## config.mk

```make
export PLATFORM = sky130hd
export DESIGN_NAME = slip_tlv_frame_receiver_core
export DESIGN_NICKNAME = d
export VERILOG_FILES = /design/src/rtl/core/stfr_pkg.sv /design/src/rtl/core/stfr_front.sv /design/src/rtl/core/stfr_queue.sv /design/src/rtl/core/stfr_back.sv /design/src/rtl/core/slip_tlv_frame_receiver_core.sv
export SDC_FILE = /design/constraint.sdc
export NUM_CORES = 1
export LEC_CHECK = 0
export BUFFER_PORTS_ARGS = -buffer_cell sky130_fd_sc_hd__buf_2
export CAP_MARGIN = 40
export CORE_MARGIN = 2
export CORE_UTILIZATION = 45
export DETAILED_ROUTE_END_ITERATION = 10
export GPL_TIMING_DRIVEN = 1
export PLACE_DENSITY = 0.66
export SYNTH_ARGS = -nofsm -noshare
export SYNTH_HDL_FRONTEND = slang
export SYNTH_SLANG_ARGS = --single-unit
```

## constraint.sdc

```tcl
create_clock -name clk -period 19.3 [get_ports clk]
set_input_delay 2.895 -clock clk [delete_from_list [all_inputs] [get_ports clk]]
set_output_delay 2.895 -clock clk [all_outputs]
set_load 0.03 [all_outputs]
```

## src/rtl/core/stfr_pkg.sv

```systemverilog
// Shared types, constants and the CRC step function for the SLIP TLV frame receiver.
package stfr_pkg;

    // SLIP framing bytes
    localparam logic [7:0] CODE_FEND  = 8'hC0;
    localparam logic [7:0] CODE_FESC  = 8'hDB;
    localparam logic [7:0] CODE_TFEND = 8'hDC;
    localparam logic [7:0] CODE_TFESC = 8'hDD;

    // Result kinds
    localparam logic [1:0] KIND_VALUE    = 2'd0;
    localparam logic [1:0] KIND_GOOD     = 2'd1;
    localparam logic [1:0] KIND_CRC_BAD  = 2'd2;
    localparam logic [1:0] KIND_ABORTED  = 2'd3;

    localparam logic [31:0] CRC_POLY_RESET = 32'hEDB88320;

    localparam int unsigned QUEUE_DEPTH = 2;
    localparam int unsigned QUEUE_PTR_W = $clog2(QUEUE_DEPTH);
    localparam int unsigned QUEUE_CNT_W = $clog2(QUEUE_DEPTH + 1);

    // Classified item passed from front to back
    typedef struct packed {
        logic       brk;    // frame break: END or bad escape
        logic [7:0] data;   // decoded data byte when brk is low
    } token_t;

    // Reflected bitwise CRC32 update over one byte
    function automatic logic [31:0] crc_byte(
        input logic [31:0] crc_in,
        input logic [7:0]  data,
        input logic [31:0] poly
    );
        logic [31:0] c;
        c = crc_in ^ {24'd0, data};
        for (int i = 0; i < 8; i++)
        begin
            if (c[0])
                c = (c >> 1) ^ poly;
            else
                c = c >> 1;
        end
        return c;
    endfunction

endpackage

```

## src/rtl/core/stfr_front.sv

```systemverilog
// Front end: removes SLIP byte stuffing and classifies each raw byte into a token.
module stfr_front (
    input  logic               clk,
    input  logic               rst_n,
    input  logic               in_valid,
    output logic               in_stall,
    input  logic [7:0]         raw_byte,
    input  logic               q_full,
    output logic               push,
    output stfr_pkg::token_t   push_token
);

    logic esc_reg;
    logic esc_next;
    logic accept;

    assign in_stall = q_full;
    assign accept   = in_valid && !q_full;

    // Classify the accepted byte
    always_comb
    begin
        esc_next        = esc_reg;
        push            = 1'b0;
        push_token.brk  = 1'b0;
        push_token.data = raw_byte;
        if (accept)
        begin
            if (raw_byte == stfr_pkg::CODE_FEND)
            begin
                esc_next       = 1'b0;
                push           = 1'b1;
                push_token.brk = 1'b1;
            end
            else if (esc_reg)
            begin
                esc_next = 1'b0;
                push     = 1'b1;
                if (raw_byte == stfr_pkg::CODE_TFEND)
                    push_token.data = stfr_pkg::CODE_FEND;
                else if (raw_byte == stfr_pkg::CODE_TFESC)
                    push_token.data = stfr_pkg::CODE_FESC;
                else
                    push_token.brk = 1'b1;
            end
            else if (raw_byte == stfr_pkg::CODE_FESC)
            begin
                esc_next = 1'b1;
            end
            else
            begin
                push = 1'b1;
            end
        end
    end

    // Hold escape state
    always_ff @(posedge clk or negedge rst_n)
    begin
        if (!rst_n)
            esc_reg <= 1'b0;
        else
            esc_reg <= esc_next;
    end

endmodule

```

## src/rtl/core/stfr_queue.sv

```systemverilog
// Short token queue between the front end and the frame parser.
module stfr_queue (
    input  logic               clk,
    input  logic               rst_n,
    input  logic               push,
    input  stfr_pkg::token_t   push_token,
    output logic               full,
    input  logic               pop,
    output logic               not_empty,
    output stfr_pkg::token_t   head
);

    stfr_pkg::token_t                    entry_reg [stfr_pkg::QUEUE_DEPTH];
    logic [stfr_pkg::QUEUE_PTR_W-1:0]    wr_ptr_reg;
    logic [stfr_pkg::QUEUE_PTR_W-1:0]    rd_ptr_reg;
    logic [stfr_pkg::QUEUE_CNT_W-1:0]    count_reg;
    logic [stfr_pkg::QUEUE_CNT_W-1:0]    count_next;

    assign full      = (count_reg == stfr_pkg::QUEUE_CNT_W'(stfr_pkg::QUEUE_DEPTH));
    assign not_empty = (count_reg != '0);
    assign head      = entry_reg[rd_ptr_reg];

    always_comb
    begin
        count_next = count_reg;
        if (push && !pop)
            count_next = count_reg + stfr_pkg::QUEUE_CNT_W'(1);
        else if (pop && !push)
            count_next = count_reg - stfr_pkg::QUEUE_CNT_W'(1);
    end

    // Advance pointers and count
    always_ff @(posedge clk or negedge rst_n)
    begin
        if (!rst_n)
        begin
            wr_ptr_reg <= '0;
            rd_ptr_reg <= '0;
            count_reg  <= '0;
        end
        else
        begin
            if (push)
                wr_ptr_reg <= wr_ptr_reg + 1'b1;
            if (pop)
                rd_ptr_reg <= rd_ptr_reg + 1'b1;
            count_reg <= count_next;
        end
    end

    // Store tokens
    always_ff @(posedge clk)
    begin
        if (push)
            entry_reg[wr_ptr_reg] <= push_token;
    end

endmodule

```

## src/rtl/core/stfr_back.sv

```systemverilog
// Back end: TLV frame parser, running CRC32 and registered result output.
module stfr_back (
    input  logic               clk,
    input  logic               rst_n,
    input  logic               tok_valid,
    input  stfr_pkg::token_t   tok,
    output logic               tok_pop,
    input  logic [31:0]        poly,
    output logic               out_valid,
    input  logic               out_stall,
    output logic [1:0]         kind,
    output logic [7:0]         value_byte,
    output logic [15:0]        value_index,
    output logic [7:0]         frame_tag,
    output logic [31:0]        message_id,
    output logic [15:0]        value_length,
    output logic [31:0]        crc_received,
    output logic [31:0]        crc_computed
);

    typedef enum logic [3:0] {
        PH_TAG   = 4'd0,
        PH_ID0   = 4'd1,
        PH_ID1   = 4'd2,
        PH_ID2   = 4'd3,
        PH_ID3   = 4'd4,
        PH_LEN0  = 4'd5,
        PH_LEN1  = 4'd6,
        PH_VALUE = 4'd7,
        PH_CRC0  = 4'd8,
        PH_CRC1  = 4'd9,
        PH_CRC2  = 4'd10,
        PH_CRC3  = 4'd11
    } phase_t;

    phase_t      phase_reg, phase_next;
    logic [31:0] crc_reg, crc_next;
    logic [7:0]  tag_reg, tag_next;
    logic [31:0] id_reg, id_next;
    logic [15:0] len_reg, len_next;
    logic [15:0] cnt_reg, cnt_next;
    logic [31:0] trl_reg, trl_next;

    logic        out_valid_reg, out_valid_next;
    logic [1:0]  kind_reg, kind_next;
    logic [7:0]  vbyte_reg, vbyte_next;
    logic [15:0] vidx_reg, vidx_next;
    logic [31:0] crx_reg, crx_next;
    logic        emit;

    logic [31:0] crc_upd;
    logic [15:0] cnt_inc;
    logic [15:0] len_full;
    logic [31:0] trl_full;

    assign tok_pop  = tok_valid && (!out_valid_reg || !out_stall);
    assign crc_upd  = stfr_pkg::crc_byte(crc_reg, tok.data, poly);
    assign cnt_inc  = cnt_reg + 16'd1;
    assign len_full = {tok.data, len_reg[7:0]};
    assign trl_full = {tok.data, trl_reg[23:0]};

    // Parse one token
    always_comb
    begin
        phase_next = phase_reg;
        crc_next   = crc_reg;
        tag_next   = tag_reg;
        id_next    = id_reg;
        len_next   = len_reg;
        cnt_next   = cnt_reg;
        trl_next   = trl_reg;
        emit       = 1'b0;
        kind_next  = stfr_pkg::KIND_VALUE;
        vbyte_next = 8'd0;
        vidx_next  = cnt_reg;
        crx_next   = 32'd0;
        if (tok_pop)
        begin
            if (tok.brk)
            begin
                // Drop the frame; report it if one was in progress
                emit       = (phase_reg != PH_TAG);
                kind_next  = stfr_pkg::KIND_ABORTED;
                phase_next = PH_TAG;
            end
            else
            begin
                unique case (phase_reg)
                    PH_TAG:
                    begin
                        crc_next   = stfr_pkg::crc_byte(32'd0, tok.data, poly);
                        tag_next   = tok.data;
                        id_next    = 32'd0;
                        len_next   = 16'd0;
                        cnt_next   = 16'd0;
                        trl_next   = 32'd0;
                        phase_next = PH_ID0;
                    end
                    PH_ID0:
                    begin
                        crc_next   = crc_upd;
                        id_next    = {id_reg[31:8], tok.data};
                        phase_next = PH_ID1;
                    end
                    PH_ID1:
                    begin
                        crc_next   = crc_upd;
                        id_next    = {id_reg[31:16], tok.data, id_reg[7:0]};
                        phase_next = PH_ID2;
                    end
                    PH_ID2:
                    begin
                        crc_next   = crc_upd;
                        id_next    = {id_reg[31:24], tok.data, id_reg[15:0]};
                        phase_next = PH_ID3;
                    end
                    PH_ID3:
                    begin
                        crc_next   = crc_upd;
                        id_next    = {tok.data, id_reg[23:0]};
                        phase_next = PH_LEN0;
                    end
                    PH_LEN0:
                    begin
                        crc_next   = crc_upd;
                        len_next   = {8'd0, tok.data};
                        phase_next = PH_LEN1;
                    end
                    PH_LEN1:
                    begin
                        crc_next   = crc_upd;
                        len_next   = len_full;
                        cnt_next   = 16'd0;
                        phase_next = (len_full == 16'd0) ? PH_CRC0 : PH_VALUE;
                    end
                    PH_VALUE:
                    begin
                        crc_next   = crc_upd;
                        cnt_next   = cnt_inc;
                        if (cnt_inc == len_reg)
                            phase_next = PH_CRC0;
                        emit       = 1'b1;
                        kind_next  = stfr_pkg::KIND_VALUE;
                        vbyte_next = tok.data;
                        vidx_next  = cnt_reg;
                    end
                    PH_CRC0:
                    begin
                        trl_next   = {trl_reg[31:8], tok.data};
                        phase_next = PH_CRC1;
                    end
                    PH_CRC1:
                    begin
                        trl_next   = {trl_reg[31:16], tok.data, trl_reg[7:0]};
                        phase_next = PH_CRC2;
                    end
                    PH_CRC2:
                    begin
                        trl_next   = {trl_reg[31:24], tok.data, trl_reg[15:0]};
                        phase_next = PH_CRC3;
                    end
                    PH_CRC3:
                    begin
                        trl_next   = trl_full;
                        phase_next = PH_TAG;
                        emit       = 1'b1;
                        kind_next  = (trl_full == crc_reg) ? stfr_pkg::KIND_GOOD
                                                           : stfr_pkg::KIND_CRC_BAD;
                        crx_next   = trl_full;
                    end
                    default:
                    begin
                        phase_next = PH_TAG;
                    end
                endcase
            end
        end
    end

    // Output valid: clear on transfer, set on a new result
    always_comb
    begin
        out_valid_next = out_valid_reg;
        if (out_valid_reg && !out_stall)
            out_valid_next = 1'b0;
        if (emit)
            out_valid_next = 1'b1;
    end

    // Hold parser state and output valid
    always_ff @(posedge clk or negedge rst_n)
    begin
        if (!rst_n)
        begin
            phase_reg     <= PH_TAG;
            crc_reg       <= 32'd0;
            tag_reg       <= 8'd0;
            id_reg        <= 32'd0;
            len_reg       <= 16'd0;
            cnt_reg       <= 16'd0;
            trl_reg       <= 32'd0;
            out_valid_reg <= 1'b0;
        end
        else
        begin
            phase_reg     <= phase_next;
            crc_reg       <= crc_next;
            tag_reg       <= tag_next;
            id_reg        <= id_next;
            len_reg       <= len_next;
            cnt_reg       <= cnt_next;
            trl_reg       <= trl_next;
            out_valid_reg <= out_valid_next;
        end
    end

    // Load result payload
    always_ff @(posedge clk)
    begin
        if (emit)
        begin
            kind_reg     <= kind_next;
            vbyte_reg    <= vbyte_next;
            vidx_reg     <= vidx_next;
            crx_reg      <= crx_next;
            frame_tag    <= tag_next;
            message_id   <= id_next;
            value_length <= len_next;
            crc_computed <= crc_next;
        end
    end

    assign out_valid    = out_valid_reg;
    assign kind         = kind_reg;
    assign value_byte   = vbyte_reg;
    assign value_index  = vidx_reg;
    assign crc_received = crx_reg;

endmodule

```

## src/rtl/core/slip_tlv_frame_receiver_core.sv

```systemverilog
// SLIP TLV frame receiver top level: front end, token queue and frame parser.
// Throughput: one raw byte per cycle, sustained while the output is not stalled.
// Path: a decoded token is written into the token queue, and its result is registered in the
// output register; a stalled output holds tokens in the queue.
// Reset: rst_n clears all control state at once; the CRC polynomial returns to 0xEDB88320.
// No clearing pass is needed; the block accepts input as soon as reset is released.
module slip_tlv_frame_receiver_core (
    input  logic        clk,
    input  logic        rst_n,
    input  logic        crc_polynomial_we,
    input  logic [31:0] crc_polynomial_wdata,
    input  logic        in_valid,
    output logic        in_stall,
    input  logic [7:0]  raw_byte,
    output logic        out_valid,
    input  logic        out_stall,
    output logic [1:0]  kind,
    output logic [7:0]  value_byte,
    output logic [15:0] value_index,
    output logic [7:0]  frame_tag,
    output logic [31:0] message_id,
    output logic [15:0] value_length,
    output logic [31:0] crc_received,
    output logic [31:0] crc_computed
);

    logic [31:0]      poly_reg;
    logic             q_full;
    logic             q_push;
    stfr_pkg::token_t q_push_token;
    logic             q_pop;
    logic             q_not_empty;
    stfr_pkg::token_t q_head;

    // Hold the CRC polynomial
    always_ff @(posedge clk or negedge rst_n)
    begin
        if (!rst_n)
            poly_reg <= stfr_pkg::CRC_POLY_RESET;
        else if (crc_polynomial_we)
            poly_reg <= crc_polynomial_wdata;
    end

    stfr_front u_front (
        .clk        (clk),
        .rst_n      (rst_n),
        .in_valid   (in_valid),
        .in_stall   (in_stall),
        .raw_byte   (raw_byte),
        .q_full     (q_full),
        .push       (q_push),
        .push_token (q_push_token)
    );

    stfr_queue u_queue (
        .clk        (clk),
        .rst_n      (rst_n),
        .push       (q_push),
        .push_token (q_push_token),
        .full       (q_full),
        .pop        (q_pop),
        .not_empty  (q_not_empty),
        .head       (q_head)
    );

    stfr_back u_back (
        .clk          (clk),
        .rst_n        (rst_n),
        .tok_valid    (q_not_empty),
        .tok          (q_head),
        .tok_pop      (q_pop),
        .poly         (poly_reg),
        .out_valid    (out_valid),
        .out_stall    (out_stall),
        .kind         (kind),
        .value_byte   (value_byte),
        .value_index  (value_index),
        .frame_tag    (frame_tag),
        .message_id   (message_id),
        .value_length (value_length),
        .crc_received (crc_received),
        .crc_computed (crc_computed)
    );

endmodule

```

### Word-level counts from Yosys, hierarchy flattened

Memory sizes are Yosys's and may differ from the RTL's.
Cells that the tools add are included.

* add/sub/neg operators: 5
* equal/unequal tests: 19
* multiplexer cells: 82
* bitwise logic cells: 24
* reduce and logical (&&, ||, !) cells: 31

Operator list (count)
* $mux 32: 41
* $xor 31x32->32: 15
* $pmux 32 s5: 1
* $pmux 24 s5: 1
* $pmux 32 s2: 1
* $mux 8: 6
* $pmux 16 s3: 1
* $pmux 4 s11: 1
* $eq 32x32->1: 1
* $eq 8x8->1 const B: 4
* $mux 16: 2
* $pmux 16 s2: 1
* $xor 32x8->32: 1
* $xor 7x32->32: 1
* $mux 9: 2
* $reduce_and 6->1: 3
* $mux 1: 17
* $add 16x1->16 const B: 1
* $eq 16x16->1: 1
* $eq 4x3->1 const B: 4
* $eq 4x4->1 const B: 4
* $logic_not 16->1: 1
* $reduce_bool 2->1: 7
* $mux 4: 3
* 19 further kinds: 41

* register bits after elaboration: 316
* bits in writable memories: 18
* bits of input ports: 45
* word-level logic and storage cells: 185
* memories kept: 1

Memories
* u_queue.entry_reg: words 2, bits a word 9, read ports 1, clocked after memory_dff 0, wr ports 1, line stfr_queue.sv:13 `stfr_pkg::token_t entry_reg [stfr_pkg::QUEUE_DEPTH];`

### Depth between registers and ports, before layout

Gate-level depths: netlist of the first run.
An unclocked memory read counts as a cell.

* depth after elaboration: 41
* gate-level depth with buffers: 18
* depth with buffers taken out: 13

### Modules after synthesis

Synthesis of the first run repeated with hierarchy kept, for this count alone.

* cells, all modules: 2196
* area, all modules: 21399.3 µm²

By module, submodules not included
* stfr_back: times used 1, cells each 2055, area each 18959.4 µm², seq. area each 7712.4 µm²
* slip_tlv_frame_receiver_core: times used 1, cells each 68, area each 1362.6 µm², seq. area each 818.3 µm²
* stfr_queue: times used 1, cells each 44, area each 878.3 µm², seq. area each 640.6 µm²
* stfr_front: times used 1, cells each 29, area each 198.9 µm², seq. area each 25.0 µm²

### Worst setup path after synthesis of the first run

No wires, ideal clock.

* path type: input to register
* start: input out_stall
* end: register u_back.crc_computed[0] (enable)
* library setup time: 830 ps
* arrival: 13177 ps
* required time: 18470 ps
* slack: 5293 ps
* stages: 4
* buffers on the path: 1
* path through: nand2_1 o21ai_0 clkbuf_1 nor3_1

* cells in the longest elaborated chain, start to end: 4

RTL lines
* start, declared: line slip_tlv_frame_receiver_core.sv:16 `input logic out_stall,`
* $logic_not 1->1: line stfr_back.sv:56 `assign tok_pop = tok_valid && (!out_valid_reg || !out_stall);`
* $logic_or 1x1->1: line stfr_back.sv:56
* $logic_and 1x1->1: line stfr_back.sv:56
* $mux 1: line stfr_back.sv:77 `if (tok_pop)`
* via u_back.emit: line stfr_back.sv:49 `logic emit;`
* end signal, assigned: line stfr_back.sv:229 `crc_computed <= crc_next;`
* end, declared: line stfr_back.sv:18 `output logic [31:0] crc_computed`

The timed path passes the listed nets, and every way through them passes these cells.
A chain may end at the register's enable or synchronous reset.

### Worst setup path in the final report of the first run

* start: register u_queue.rd_ptr_reg
* end: register u_back.crc_computed[26], data pin

* cells in the longest elaborated chain, start to end: 40
* elaborated cells between the ends (all ways): 58
* those cells by class: mux (40); bitwise (17); memory (1)

RTL lines
* start, declared: line stfr_queue.sv:15 `logic [stfr_pkg::QUEUE_PTR_W-1:0] rd_ptr_reg;`
* start signal, assigned: line stfr_queue.sv:46 `rd_ptr_reg <= rd_ptr_reg + 1'b1;`
* $mem_v2 2x9 *
* $xor 7x32->32: line stfr_pkg.sv:39 `c = (c >> 1) ^ poly;`
* $mux 32: line stfr_pkg.sv:38 `if (c[0])`
* $mux 32: line stfr_back.sv:88 `unique case (phase_reg)`
* $mux 32: line stfr_back.sv:79 `if (tok.brk)`
* $mux 32: line stfr_back.sv:77
* $xor 31x32->32: line stfr_pkg.sv:39
* $mux 32: line stfr_pkg.sv:38
* (+25 left out)
* $mux 32 (on tied branches): line stfr_back.sv:79, stfr_back.sv:88
* $mux 32 (on tied branches): line stfr_back.sv:77, stfr_back.sv:79
* $xor 31x32->32 or $mux 32 (tied branches): line stfr_pkg.sv:39, stfr_back.sv:77
* $mux 32: line stfr_pkg.sv:38
* $pmux 32 s2: line stfr_back.sv:88
* $mux 32 *: line stfr_back.sv:79
* $mux 32 *: line stfr_back.sv:77
* via u_back.crc_next[26]: line stfr_back.sv:37 `logic [31:0] crc_reg, crc_next;`

The timed path passes the listed nets; every way through them passes the cells marked *. The select of a mux whose other input is x is not followed.

==> results of run 1 <==
==> synthesized netlist by cell type, drive strengths merged (7+ instances only) <==
| cell | number | area, um^2 |
|---|---|---|
| dfstp | 14 | 367.9 |
| buf | 34 | 170.2 |
| nor4 | 15 | 100.1 |
| edfxtp | 164 | 4925 |
| inv | 14 | 52.55 |
| nand3 | 80 | 400.4 |
| o211ai | 17 | 127.6 |
| o221ai | 25 | 219.0 |
| or3 | 10 | 62.56 |
| or2 | 10 | 62.56 |
| mux2 | 37 | 416.7 |
| dfrtp | 156 | 3904 |
| nand3b | 9 | 67.56 |
| a22o | 48 | 420.4 |
| o21ai | 160 | 800.8 |
| o31ai | 12 | 90.09 |
| and2 | 11 | 68.82 |
| nor2 | 68 | 255.2 |
| xnor3 | 8 | 180.2 |
| and3 | 41 | 256.5 |
| a211oi | 16 | 147.7 |
| nand4 | 28 | 175.2 |
| a211o | 7 | 62.56 |
| xnor2 | 439 | 3901 |
| clkbuf | 164 | 615.6 |
| xor2 | 62 | 565.6 |
| nand2 | 431 | 1620 |
| nor3 | 38 | 212.7 |
| a31o | 9 | 78.83 |
| nor2b | 7 | 43.79 |
| mux2i | 19 | 231.5 |
| a21oi | 40 | 204.0 |
==> worst min path at each step <==
stage                     cells after the start                     end               start
after floorplan                               0  u_back.value_index[15]  u_back.cnt_reg[15]
after global placement                        0  u_back.value_index[15]  u_back.cnt_reg[15]
after detailed placement                      0  u_back.value_index[15]  u_back.cnt_reg[15]
after CTS                                     0  u_back.value_index[15]  u_back.cnt_reg[15]
after global routing                          0  u_back.value_index[15]  u_back.cnt_reg[15]
final                                         0  u_back.value_index[15]  u_back.cnt_reg[15]
==> logic make-up (layout without fill, tap and decap cells) <==
logic type	after synthesis	count (layout)	share of synthesized area [%]
AOI/OAI and AO/OA	410	410	13.02
xor gates and xnor gates	509	509	21.41
adders and majority gates	2	2	0.1153
buffers and inverters	214	323	3.896
DFF	334	334	42.36
muxes	56	56	2.986
other	0	1	0
and+or+nand+nor	772	772	16.21
==> metrics by stage <==
step,util (%),cells,setup WS [ns]
2_1_floorplan,-,2297,5.293
3_3_place_gp,48.31,2940,13.19
3_5_place_dp,48.82,2953,13.36
6_report,51.58,3022,13.19
5_1_grt,51.57,3021,12.91
4_1_cts,51.57,3021,13.36
==> area by class of cell <==
type | instances | share of cell area, %
Antenna cell | 1 | 0.01018
Sequential cell | 334 | 37.42
Multi-Input combinational cell | 1749 | 47.89
Timing Repair Buffer | 239 | 5.973
Inverter | 16 | 0.2444
Clock buffer | 47 | 4.170
Tap cell | 615 | 3.131
Clock inverter | 21 | 1.156
==> per-layer routing <==
| layer | global-route usage, % | wire, um | vias up |
|---|---|---|---|
| met5 | 0 | 0 | - |
| met4 | 9.871 | 2263 | 0 |
| met3 | 4.237 | 5668 | 144 |
| met2 | 42.79 | 30790 | 871 |
| met1 | 37.27 | 28550 | 8754 |
| li1 | - | - | 8136 |
==> placed cells by master, fill, tap and decap left out, types with 17 or more instances in the layout <==
cell	Yosys	routed
nand3_1	80	80
o221ai_1	25	25
dfrtp_1	156	156
buf_4	3	37
o211ai_1	17	17
nand2_1	430	430
clkbuf_16	0	38
nand4_1	28	28
and3_1	41	41
buf_2	19	193
o21ai_1	27	27
xnor2_1	433	430
o21ai_0	133	133
a21oi_1	39	39
edfxtp_1	164	164
a22o_1	48	48
nor2_1	68	66
nor3_1	36	35
xor2_1	59	59
mux2_2	37	37
==> flow_metrics.py, run 1 <==
metrics = {
    "synth": {
        "yosysUniqueCellTypes": 90,
        "syn_nets": 2344,
        "yosys_warnings": 0,
        "syn_area_per_cell_um2": 9.451,
        "synth-seq-cells": 334,
        "synth_top_flop_cell": "edfxtp_1",
        "synth_edf_count": 164,
        "async_flop_share_pct": 50.90,
        "syn_area_um2": 21710,
        "synth_cells": 2297,
        "synth-seq-area-share_pct": 42.36,
    },
    "clock_network": {
        "cts_resized": 0,
        "cts_sinks": 334,
        "ctsHoldBuffers": 0,
        "cts_buffers": 37,
        "root_buffer": "clkbuf_16",
        "clk_pin_slew_ns": 0.06,
        "htreeDepth": 2,
        "cts_setup_buffers": 0,
        "cts_buffer_depth": 3,
        "clk_latency_ns": 0.58,
        "cts_tree": "done",
    },
    "worst_setup_path": {
        "cp_slowest_cell": "o31ai_4",
        "slowest_delay_ns": 0.70,
        "critPathTopFamily": "compound AO/OA/AOI/OAI gates",
        "rr_startpoint": "u_queue.rd_ptr_reg",
        "r2r_slack_ns": 13.19,
        "path_depth": 15,
        "startpoint": "u_queue.rd_ptr_reg",
        "path_cells": "buf_4 > mux2_2 > xnor2_2 > a211oi_2 > o31ai_1 > nand2_1 > xnor2_1 > nor2_1 > mux2_2 > o31ai_4 > buf_4 > o2111ai_1 > and4_1 > o21a_1 > a221o_1",
        "ff2ff_path_depth": 15,
        "reg2reg_to": "u_back.crc_computed[26]",
        "end_kind": "flop",
        "required_ns": 19.62,
        "crit_path_start_kind": "flop",
        "crit_fanout": 34,
        "crit_buf_inv": 2,
        "cp.arrival_ns": 6.42,
        "worstSetupPathType": "reg -> reg",
        "crit_path_end": "u_back.crc_computed[26]",
    },
    "detailed_routing": {
        "drt_iter0_markers": 1947,
        "drc": 0,
        "first_pass_iters": 6,
        "wl_per_cell_um": 22.26,
        "finalWirelength_um": 67270,
        "antenna_left": 0,
        "via_per_inst": 5.925,
        "vias": 17910,
    },
    "sta": {
        "rsz0062_at_grt": "no",
        "hold_ws_ns": 0.4622,
        "finClkSkew_ns": 0.03932,
        "report.final.slew_viol_count": 0,
        "tightest_slew_ns": 0.9655,
        "max_slew_margin_pct": 35.20,
        "final.setup.tns_ns": 0,
        "finalHoldViolCount": 0,
        "fin_crit_ns": 6.108,
        "clock.fmax_mhz": 163.7,
        "setup_violations": 0,
        "min_period_over_period_pct": 31.65,
    },
    "grt": {
        "antenna_found_initial": 1,
        "grt_max_degree": 63,
        "overflow": 0,
        "grt_pass1_vias": 17180,
        "grt_pass1_wl_um": 104300,
        "grt_util_all_layers_pct": 26.91,
    },
    "die": {
        "core-area_um2": 47650,
        "start_util_pct": 45.56,
        "rows": 80,
        "dieArea_um2": 50010,
        "die_w_um": 223.6,
        "ios": 193,
        "die_y_um": 223.6,
    },
    "placement": {
        "place_area_um2": 23260,
        "io_buffers": 192,
        "gp_congestion": 0.8843,
        "dp.final_hpwl_um": 45270,
    },
    "flow_run": {
        "drv_cap": 0,
    },
    "outcome": {
        "outcome": "completed",
    },
    "cells_and_area": {
        "fin_nets": 2424,
        "fin_area_um2": 24570,
        "multi_input_area_um2": 11770,
        "drive_above_1_share_pct": 16.83,
        "area_growth_pct": 13.20,
        "regArea_um2": 9196,
        "fillers": 4263,
    },
    "min_path": {
        "min_path_type": "reg -> reg",
    },
}
Power of run 1 is left out: the tool's default activity adds up to more than one toggle a clock period on the data nets, which glitch-free logic cannot reach.
==> run 2, diff against run 1 <==
--- a/config.mk
+++ b/config.mk
@@ -5,13 +5,14 @@
 export SDC_FILE = /design/constraint.sdc
 export NUM_CORES = 1
 export LEC_CHECK = 0
+export ABC_AREA = 1
 export BUFFER_PORTS_ARGS = -buffer_cell sky130_fd_sc_hd__buf_2
 export CAP_MARGIN = 40
 export CORE_MARGIN = 2
 export CORE_UTILIZATION = 45
 export DETAILED_ROUTE_END_ITERATION = 10
 export GPL_TIMING_DRIVEN = 1
-export PLACE_DENSITY = 0.66
+export PLACE_DENSITY = 0.68
 export SYNTH_ARGS = -nofsm -noshare
 export SYNTH_HDL_FRONTEND = slang
 export SYNTH_SLANG_ARGS = --single-unit
==> constraint.sdc (replaced) <==
create_clock -name clk -period 5.17 [get_ports clk]
set_input_delay 0.7755 -clock clk [delete_from_list [all_inputs] [get_ports clk]]
set_output_delay 0.7755 -clock clk [all_outputs]
set_load 0.03 [all_outputs]
==> run 2 against run 1 <==
Net effect:
- non-clock buffer count rose by 15
- flip-flop and latch count is the same
- fmax is 28% higher
- clock-buffer cell count up 4
- register-to-register slack worse by 13 ns
- hold slack got worse by 0.16 ns
- critical path depth grew 14
- sequential share of layout area is 0.84 points lower
==> flow_metrics.py, run 2 <==
metrics = {
    "synth": {
        "synth_top_family_by_area": "simple AND/OR/NAND/NOR gates",
        "synth_mux_area_share_pct": 0,
        "synth_common_cells": "nand2_1, nand3_1, inv_1",
        "syn_area_um2": 22330,
        "synth_compound_area_share_pct": 6.175,
        "synth_edf_count": 164,
        "async_flop_share_pct": 50.90,
        "syn_area_per_cell_um2": 7.414,
        "synth_xor_area_share_pct": 11.34,
        "synth_fa_ha_area_share_pct": 0.1121,
        "synth-seq-cells": 334,
        "synth.most_common_cell": "nand2_1",
        "yosysUniqueCellTypes": 46,
        "synth_top_cell_by_area": "edfxtp_1",
        "synthSimpleGateAreaFrac_pct": 31.03,
        "synth_top_area_share_pct": 22.05,
        "synth-seq-area-share_pct": 41.18,
        "synth_top_flop_cell": "edfxtp_1",
        "yosys_warnings": 0,
        "synth_area_leaders": "edfxtp_1, dfrtp_1, nand2_1, nand3_1, xor2_1",
        "syn_nets": 3059,
        "synth_cells": 3012,
    },
    "grt": {
        "grt_pass1_wl_um": 111100,
        "antenna_found_initial": 0,
        "overflow": 0,
        "grt_max_degree": 99,
        "grt_pass1_vias": 19000,
        "grt_util_all_layers_pct": 28.42,
    },
    "worst_setup_path": {
        "startpoint": "u_queue.rd_ptr_reg",
        "r2r_slack_ns": 0.39,
        "required_ns": 5.46,
        "reg2reg_to": "u_back.crc_computed[27]",
        "ff2ff_path_depth": 29,
        "end_kind": "flop",
        "worstSetupPathType": "reg -> reg",
        "cp.arrival_ns": 5.07,
        "slowest_delay_ns": 0.50,
        "crit_path_start_kind": "flop",
        "crit_fanout": 15,
        "rr_startpoint": "u_queue.rd_ptr_reg",
        "crit_path_end": "u_back.crc_computed[27]",
        "cp_slowest_cell": "dfrtp_2",
    },
    "die": {
        "die_y_um": 226.8,
        "core-area_um2": 48950,
        "rows": 81,
        "ios": 193,
        "dieArea_um2": 51420,
        "die_w_um": 226.8,
        "start_util_pct": 45.62,
    },
    "placement": {
        "place_area_um2": 23750,
        "io_buffers": 192,
        "gp_congestion": 0.9197,
        "dp.final_hpwl_um": 50470,
    },
    "detailed_routing": {
        "via_per_inst": 5.332,
        "drt_iter0_markers": 2050,
        "drc": 0,
        "antenna_left": 0,
        "finalWirelength_um": 72810,
        "vias": 20440,
        "first_pass_iters": 6,
        "wl_per_cell_um": 18.99,
    },
    "sta": {
        "finalHoldViolCount": 0,
        "hold_ws_ns": 0.3002,
        "tightest_slew_ns": 0.8824,
        "final.setup.tns_ns": 0,
        "setup_violations": 0,
        "clock.fmax_mhz": 209.4,
        "fin_crit_ns": 4.775,
        "report.final.slew_viol_count": 0,
        "min_period_over_period_pct": 92.37,
        "rsz0062_at_grt": "no",
        "finClkSkew_ns": 0.01755,
        "max_slew_margin_pct": 41.08,
    },
    "clock_network": {
        "htreeDepth": 2,
        "ctsHoldBuffers": 0,
        "clk_latency_ns": 0.56,
        "cts_buffer_depth": 3,
        "root_buffer": "clkbuf_16",
        "cts_buffers": 39,
        "cts_sinks": 334,
        "cts_tree": "done",
        "clk_pin_slew_ns": 0.06,
    },
    "cells_and_area": {
        "area_growth_pct": 12.60,
        "diodes": 0,
        "fillers": 4722,
        "mostFrequentLayoutCells": "nand2_1, nand3_1, inv_1",
        "fin_nets": 3187,
        "multi_input_area_um2": 10890,
        "utilization_pct": 51.37,
        "drive_above_1_share_pct": 13.75,
        "final_common_cell": "nand2_1",
        "regArea_um2": 9198,
        "fin_area_um2": 25140,
    },
    "outcome": {
        "outcome": "completed",
    },
    "min_path": {
        "min_path_type": "in -> async",
    },
    "flow_run": {
        "drv_cap": 0,
    },
}
run 2: changes by cell type after synthesis, moves of 35 or more:
| cell | before | now |
|---|---|---|
| xnor2_1 | 433 | 112 |
| xor2_1 | 59 | 177 |
| mux2_2 | 37 | 0 |
| nor2_1 | 68 | 206 |
| clkbuf_1 | 164 | 59 |
| nand3_1 | 80 | 358 |
| o22ai_1 | 4 | 67 |
| buf_2 | 19 | 54 |
| nand2_1 | 430 | 925 |
| a22o_1 | 48 | 0 |
| and3_1 | 41 | 0 |
| inv_1 | 14 | 331 |
run 2: per-layer routing:
layer / GRT usage [%] / vias up / share of wire (%)
met4: 12.44 / 0 / 4.1
met3: 5.222 / 163 / 8.6
met1: 37.64 / 9604 / 41
li1: - / 9803 / -
met2: 45.45 / 874 / 46
met5: 0 / - / 0
run 2: cells by family after synthesis:
| family | count (synthesis) |
|---|---|
| buffers and inverters | 536 |
| xor gates and xnor gates | 289 |
| AOI/OAI and AO/OA | 244 |
| adders and majority gates | 2 |
| and+or+nand+nor | 1607 |
| DFF | 334 |
run 2: worst max-delay path, delay by kind of cell (launching register included):
| kind | cells | cell delay [ns] |
|---|---|---|
| simple gates | 23 | 3.02 |
| buf+inv | 6 | 0.97 |
| flops | 1 | 0.50 |
run 2: repair_timing:
action	CTS	global route
buffers inserted	0	3
setup endpoints to repair	0	31
resized for setup	0	5
run 2: cell type report:
class,instances,share of cell area (%)
clock buffers,51,4.299
multi-input cells,2142,43.29
clock inverters,20,1.050
repair buffers,254,5.907
inverters,369,5.568
well taps,664,3.304
flip-flops and latches,334,36.58
run 2: metrics by stage:
step / instances / setup slack, ns
after CTS: 3831 / 0.3583
after detailed placement: 3760 / 0.4011
final: 3834 / 0.3947
after global placement: 3755 / 0.4805
after global routing: 3834 / 0.03032
after floorplan: 3012 / 0.1523
run 2: how the worst min path moves through the flow:
| stage | startpoint | endpoint | slack (ns) | depth (start not counted) |
|---|---|---|---|---|
| after floorplan | u_back.cnt_reg[4] | u_back.value_index[4] | 0.45 | 0 |
| after global routing | rst_n | u_back.crc_reg[30] | 0.35 | 1 |
| after global placement | u_back.cnt_reg[8] | u_back.value_index[8] | 0.47 | 0 |
| after CTS | rst_n | u_queue.wr_ptr_reg | 0.31 | 1 |
| after detailed placement | u_back.cnt_reg[8] | u_back.value_index[8] | 0.47 | 0 |
| final | rst_n | poly_reg[17] | 0.30 | 1 |
Power of run 2 is left out for the same reason.
